<file path="src/rtl/rtucrc_pkg.sv">
// ----------------------------------------------------------------------------
// rtucrc_pkg
// Shared types and constants for the RTU frame CRC checker.
// ----------------------------------------------------------------------------
package rtucrc_pkg;

    localparam logic [15:0] CRC_INIT = 16'hFFFF;
    localparam logic [15:0] CRC_POLY = 16'hA001;

    // One check result, as produced on the last byte of a frame.
    typedef struct packed {
        logic [15:0] computed_crc;
        logic        too_short;
        logic        crc_ok;
    } result_t;

    localparam int RESULT_W = $bits(result_t);

endpackage

</file>
<file path="src/rtl/rtu_frame_crc_checker_top.sv">
// ----------------------------------------------------------------------------
// rtu_frame_crc_checker_top
// Byte-stream checker for serial-bus RTU frames with a reflected CRC-16.
// ----------------------------------------------------------------------------
// The block takes one frame byte per transaction on the slave stream, with
// s_tlast marking the final byte of a frame, and returns exactly one result
// transaction per frame on the master stream. The CRC (polynomial 0xA001,
// start value 0xFFFF) covers every byte except the final two, and the frame
// passes when those two bytes equal the CRC in either byte order. A frame of
// a single byte is reported as too short and fails, with the CRC at 0xFFFF.
// All frame state clears after the last byte, so frames may follow each other
// without a gap. The block sustains one byte per clock cycle while the result
// buffer has room: each byte is held in an input register, and the eight-bit
// CRC update and the trailer compare run combinationally between that register
// and a two-entry result buffer, from which results go to the master side.
// The result buffer lets input continue while a result waits for the sink.
// ----------------------------------------------------------------------------
module rtu_frame_crc_checker_top (
    input  logic        aclk,
    input  logic        aresetn,
    // Input stream. s_tdata: [7:0] data_byte. s_tlast carries last_byte.
    input  logic        s_tvalid,
    output logic        s_tready,
    input  logic [7:0]  s_tdata,
    input  logic        s_tlast,
    // Result stream. m_tdata: [0] crc_ok, [1] too_short, [17:2] computed_crc,
    // [23:18] zero.
    output logic        m_tvalid,
    input  logic        m_tready,
    output logic [23:0] m_tdata
);

    // Input register stage holding one accepted byte.
    logic       in_valid_reg, in_valid_next;
    logic [7:0] in_byte_reg;
    logic       in_last_reg;

    logic                advance;
    logic                can_push;
    logic                result_push;
    rtucrc_pkg::result_t result;
    rtucrc_pkg::result_t out_data;

    // The held byte moves on whenever the result buffer has room; a byte that
    // is not last needs no room but waits too, which keeps the control simple
    // and still allows one byte every cycle while the sink keeps up.
    assign advance  = in_valid_reg && can_push;
    assign s_tready = !in_valid_reg || advance;

    always_comb begin
        in_valid_next = in_valid_reg;
        if (s_tvalid && s_tready) begin
            in_valid_next = 1'b1;
        end else if (advance) begin
            in_valid_next = 1'b0;
        end
    end

    always_ff @(posedge aclk) begin
        if (!aresetn) begin
            in_valid_reg <= 1'b0;
        end else begin
            in_valid_reg <= in_valid_next;
        end
    end

    always_ff @(posedge aclk) begin
        if (s_tvalid && s_tready) begin
            in_byte_reg <= s_tdata;
            in_last_reg <= s_tlast;
        end
    end

    // Window, running CRC and end-of-frame comparison.
    rtucrc_frame u_frame (
        .aclk        (aclk),
        .aresetn     (aresetn),
        .advance     (advance),
        .data_byte   (in_byte_reg),
        .last_byte   (in_last_reg),
        .result_push (result_push),
        .result      (result)
    );

    // Result buffer toward the master stream.
    rtucrc_out_buf u_out_buf (
        .aclk      (aclk),
        .aresetn   (aresetn),
        .push      (result_push),
        .push_data (result),
        .can_push  (can_push),
        .m_valid   (m_tvalid),
        .m_ready   (m_tready),
        .m_data    (out_data)
    );

    assign m_tdata = {6'b000000, out_data};

endmodule

</file>
<file path="src/rtl/rtucrc_frame.sv">
// ----------------------------------------------------------------------------
// rtucrc_frame
// Per-frame state: two-byte window, running CRC and the end-of-frame check.
// ----------------------------------------------------------------------------
module rtucrc_frame (
    input  logic                aclk,
    input  logic                aresetn,
    input  logic                advance,
    input  logic [7:0]          data_byte,
    input  logic                last_byte,
    output logic                result_push,
    output rtucrc_pkg::result_t result
);

    logic [15:0] crc_reg, crc_next;
    logic [7:0]  older_reg, older_next;
    logic [7:0]  newer_reg, newer_next;
    logic [1:0]  fill_reg, fill_next;

    logic [15:0] crc_folded;
    logic [1:0]  fill_upd;
    logic [15:0] hi_first;
    logic [15:0] lo_first;
    logic        short_frame;

    // Reflected CRC-16 update for one byte, bit by bit.
    function automatic logic [15:0] crc_fold(input logic [15:0] crc, input logic [7:0] b);
        logic [15:0] c;
        c = crc ^ {8'h00, b};
        for (int k = 0; k < 8; k++) begin
            if (c[0]) begin
                c = (c >> 1) ^ rtucrc_pkg::CRC_POLY;
            end else begin
                c = c >> 1;
            end
        end
        return c;
    endfunction

    always_comb begin
        crc_folded  = (fill_reg >= 2'd2) ? crc_fold(crc_reg, older_reg) : crc_reg;
        fill_upd    = (fill_reg >= 2'd2) ? 2'd2 : fill_reg + 2'd1;
        short_frame = (fill_upd < 2'd2);
        hi_first    = {newer_reg, data_byte};
        lo_first    = {data_byte, newer_reg};

        result.crc_ok       = !short_frame && (crc_folded == hi_first || crc_folded == lo_first);
        result.too_short    = short_frame;
        result.computed_crc = crc_folded;
        result_push         = advance && last_byte;

        crc_next   = crc_reg;
        older_next = older_reg;
        newer_next = newer_reg;
        fill_next  = fill_reg;
        if (advance) begin
            if (last_byte) begin
                crc_next   = rtucrc_pkg::CRC_INIT;
                older_next = 8'h00;
                newer_next = 8'h00;
                fill_next  = 2'd0;
            end else begin
                crc_next   = crc_folded;
                older_next = newer_reg;
                newer_next = data_byte;
                fill_next  = fill_upd;
            end
        end
    end

    always_ff @(posedge aclk) begin
        if (!aresetn) begin
            crc_reg   <= rtucrc_pkg::CRC_INIT;
            older_reg <= 8'h00;
            newer_reg <= 8'h00;
            fill_reg  <= 2'd0;
        end else begin
            crc_reg   <= crc_next;
            older_reg <= older_next;
            newer_reg <= newer_next;
            fill_reg  <= fill_next;
        end
    end

endmodule

</file>
<file path="src/rtl/rtucrc_out_buf.sv">
// ----------------------------------------------------------------------------
// rtucrc_out_buf
// Two-entry result buffer that decouples the check logic from the sink.
// ----------------------------------------------------------------------------
module rtucrc_out_buf (
    input  logic                aclk,
    input  logic                aresetn,
    input  logic                push,
    input  rtucrc_pkg::result_t push_data,
    output logic                can_push,
    output logic                m_valid,
    input  logic                m_ready,
    output rtucrc_pkg::result_t m_data
);

    logic [1:0]          count_reg, count_next;
    rtucrc_pkg::result_t ent0_reg, ent0_next;
    rtucrc_pkg::result_t ent1_reg, ent1_next;
    logic                pop;
    logic [1:0]          count_after_pop;

    assign can_push = (count_reg != 2'd2);
    assign m_valid  = (count_reg != 2'd0);
    assign m_data   = ent0_reg;
    assign pop      = m_valid && m_ready;

    always_comb begin
        ent0_next       = ent0_reg;
        ent1_next       = ent1_reg;
        count_after_pop = count_reg;
        if (pop) begin
            ent0_next       = ent1_reg;
            count_after_pop = count_reg - 2'd1;
        end
        count_next = count_after_pop;
        if (push) begin
            if (count_after_pop == 2'd0) begin
                ent0_next = push_data;
            end else begin
                ent1_next = push_data;
            end
            count_next = count_after_pop + 2'd1;
        end
    end

    always_ff @(posedge aclk) begin
        if (!aresetn) begin
            count_reg <= 2'd0;
        end else begin
            count_reg <= count_next;
        end
    end

    always_ff @(posedge aclk) begin
        ent0_reg <= ent0_next;
        ent1_reg <= ent1_next;
    end

endmodule

</file>
<file path="config.mk">
export PLATFORM = sky130hd
export DESIGN_NAME = rtu_frame_crc_checker_top
export DESIGN_NICKNAME = d
export VERILOG_FILES = /design/src/rtl/rtucrc_pkg.sv /design/src/rtl/rtu_frame_crc_checker_top.sv /design/src/rtl/rtucrc_frame.sv /design/src/rtl/rtucrc_out_buf.sv
export SDC_FILE = /design/constraint.sdc
export NUM_CORES = 1
export LEC_CHECK = 0
export BUFFER_PORTS_ARGS = -buffer_cell sky130_fd_sc_hd__buf_2
export CAP_MARGIN = 10
export CORE_MARGIN = 3
export CORE_UTILIZATION = 60
export CTS_CLUSTER_SIZE = 12
export DETAILED_ROUTE_END_ITERATION = 16
export HOLD_SLACK_MARGIN = 0.06
export PLACE_DENSITY_LB_ADDON = 0.1
export SLEW_MARGIN = 20
export SYNTH_ARGS = -nofsm -noshare
export SYNTH_HDL_FRONTEND = slang
export SYNTH_HIERARCHICAL = 1
export SYNTH_SLANG_ARGS = --single-unit
</file>
<file path="constraint.sdc">
create_clock -name aclk -period 3.19 [get_ports aclk]
set_clock_uncertainty 0.15 [all_clocks]
set_input_delay 0.638 -clock aclk [delete_from_list [all_inputs] [get_ports aclk]]
set_output_delay 0.638 -clock aclk [all_outputs]
set_load 0.005 [all_outputs]
</file>
==> impl_metrics.ini <==
[timing]
max_slew.worst_pin.slew_ns = 0.590
max_freq_ghz = 0.351
tns_ns = 0
setup_viol = 0
period_needed_ns = 2.85
slew_viol_final = 0
rsz0062_at_grt = no
hold_viol = 0
timing.final.crit_share_pct = 89.2
hold_ws_ns = 0.306
relSlewSlack_pct = 60.4

[clocking]
clock_sinks = 82
cts_resized = 0
cts_buffers = 9
path_clk_slew_ns = 0.10
htree_levels = 3
cts_root_buf = clkbuf_8
clk_latency_ns = 0.35
cts_tree = built
postCtsSetupBuffers = 0
cts_hold_buf = 0
cts_buffer_depth = 2

[placement]
gp_congestion = 0.943
port_buffers = 32
dp_hpwl_um = 7130

[worst_setup_path]
criticalPathCategory = reg -> reg
crit_top_cell = xnor2_1
worst_ep_required_time_ns = 3.27
arrival_ns = 2.92
slowest_delay_ns = 0.52
worstPathMaxFanout = 7
cp_slowest_cell = xnor2_1
end_kind = register
path_cells = xnor2_2 > xnor2_1 > xnor2_1 > xnor3_1 > mux2_4 > and2_1 > o211ai_1 > a21oi_1 > nand2_1 > o21ai_0
worst_setup_path_start_kind = register

[finish]
regArea_mm2 = 0.00191
nNetsFinal = 504
fillers = 611
drive_gt1_share_pct = 17.2
multi_input_area_mm2 = 0.00235
num_antenna_cells = 0
syn_to_final_growth_pct = 9.82

[synth]
synthTopCellsByArea = dfxtp_1 (24%), edfxtp_1 (18%), xnor2_1 (9.5%)
syn_area_mm2 = 0.00452
ys.flop_type = dfxtp_1
async_reset_ff_share_pct = 0
yosysSeqAreaShare_pct = 42.3
synth_most_common_cell = nand2_1
synth-seq-cells = 82
ys_warn_count = 6
yosysTopAreaCell = dfxtp_1
synth_cells = 460
synth_top_area_share_pct = 24.3
syn-mean-instance-area_um2 = 9.83
synth_edf_count = 27
synth.distinct_cells = 54
yosys-top-cells-count = nand2_1 (60), dfxtp_1 (55), xnor2_1 (49)

[power_and_ir_drop]
p_leak_nw = 1.87
ir_worst_vdd_uv = 389
power_density_mw_per_mm2 = 578

[grt]
antenna_found_initial = 0
grt_max_degree = 38
grt_pass1_wl_um = 16200
first_global_vias = 3126
grt_overflow = 0
grt_use_total_pct = 24.3

[routing]
vias_per_cell = 5.44
firstDrtPassIters = 4
drt_iter0_drc = 209
routed_wl_um = 9860
routedWlPerCell_um = 16.7
postRouteAntennaNets = 0
dr_total_vias = 3222
drc_errors = 0

[floorplanning]
row_count = 31
num_io_pins = 39
die-height_um = 92.8
start_util_pct = 62.0
dieWidth_um = 92.8
coreArea_mm2 = 0.00729
die_area_mm2 = 0.00862

[worst_hold_path]
hold_path.class = in -> reg

[flow_run]
max_cap_viol_count = 0

[outcome]
status = finished clean
## final timing paths
path	from	endpoint	slack, ns	cells after the start
hold reg to reg	in_valid_reg	in_valid_reg	0.36	2
hold / removal	s_tdata[7]	in_byte_reg[7]	0.31	1
setup / recovery	u_frame/crc_reg[6]	u_out_buf/m_data[0]	0.34	10
setup reg to reg	u_frame/crc_reg[6]	u_out_buf/m_data[0]	0.34	10
## cells in the final DEF, fill, tap and decap left out, types with 2 or more instances in the layout
cell type,count
nand4_1,3
a2111oi_0,3
nand2b_1,2
nand3_1,2
a21oi_1,21
nor2b_1,18
edfxtp_1,27
o21ai_0,26
xor2_2,2
nand2b_4,2
clkinv_4,2
xnor2_1,49
o32ai_1,2
inv_1,23
buf_4,14
inv_6,2
conb_1,6
o211ai_1,2
mux2i_1,35
xnor2_4,3
xor2_1,9
xor3_1,2
nor3_1,7
a31oi_1,2
o22ai_1,9
clkbuf_8,9
nor2_1,14
and2_1,15
xnor2_2,6
nand2_1,60
dfxtp_1,55
mux2_2,2
ha_1,3
buf_2,32
## layout make-up
cell class	instances	share of cell area (%)
well taps	99	2.49
inverters	23	1.74
clock inverters	7	1.69
multi-input cells	325	47.4
repair buffers	47	5.74
flip-flops and latches	82	38.5
clock buffers	9	2.49
## metrics by stage
| step | cell area [um^2] | power [mW] | utilization (%) | worst slack, ns | cells |
|---|---|---|---|---|---|
| 2_1_floorplan | 4540 | 1.89 | - | 0.522 | 465 |
| 3_3_place_gp | 4760 | 2.07 | 65.3 | 0.412 | 576 |
| 3_5_place_dp | 4760 | 2.11 | 65.3 | 0.385 | 576 |
| 4_1_cts | 4970 | 2.89 | 68.1 | 0.369 | 592 |
| 5_1_grt | 4970 | 3.04 | 68.1 | 0.152 | 592 |
| 6_report | 4970 | 2.87 | 68.1 | 0.344 | 592 |
## metal layers
layer	part of all wire (%)	up-vias	global-route usage [%]
li1	-	1592	-
met1	46	1529	34.0
met2	48	97	38.9
met3	4.9	4	3.90
met4	0.64	0	6.84
met5	0	-	0
## cells by family after synthesis
group | after synthesis | share of synthesized area, %
AO/OA/AOI/OAI | 75 | 10.2
other | 1 | 0.0829
flip-flops | 82 | 42.3
buffers and inverters | 58 | 6.14
AND/OR/NAND/NOR | 131 | 14.4
XOR/XNOR | 72 | 17.5
multiplexers | 38 | 8.58
adder cells (fa/ha/maj) | 3 | 0.830
## critical path, delay by kind of cell (launching register included)
family / cells / cell delay, ns
muxes: 1 / 0.30
AOI/OAI and AO/OA: 3 / 0.32
xor gates and xnor gates: 4 / 1.26
DFF: 1 / 0.45
and+or+nand+nor: 2 / 0.25
## report_power, final
group / leakage (nW) / switching (mW) / internal, mW
Sequential: 0.664 / 0.0941 / 1.24
Clock: 0.102 / 0.416 / 0.376
Combinational: 1.11 / 0.390 / 0.351
No activity file was read; power rests on OpenSTA's default activity.
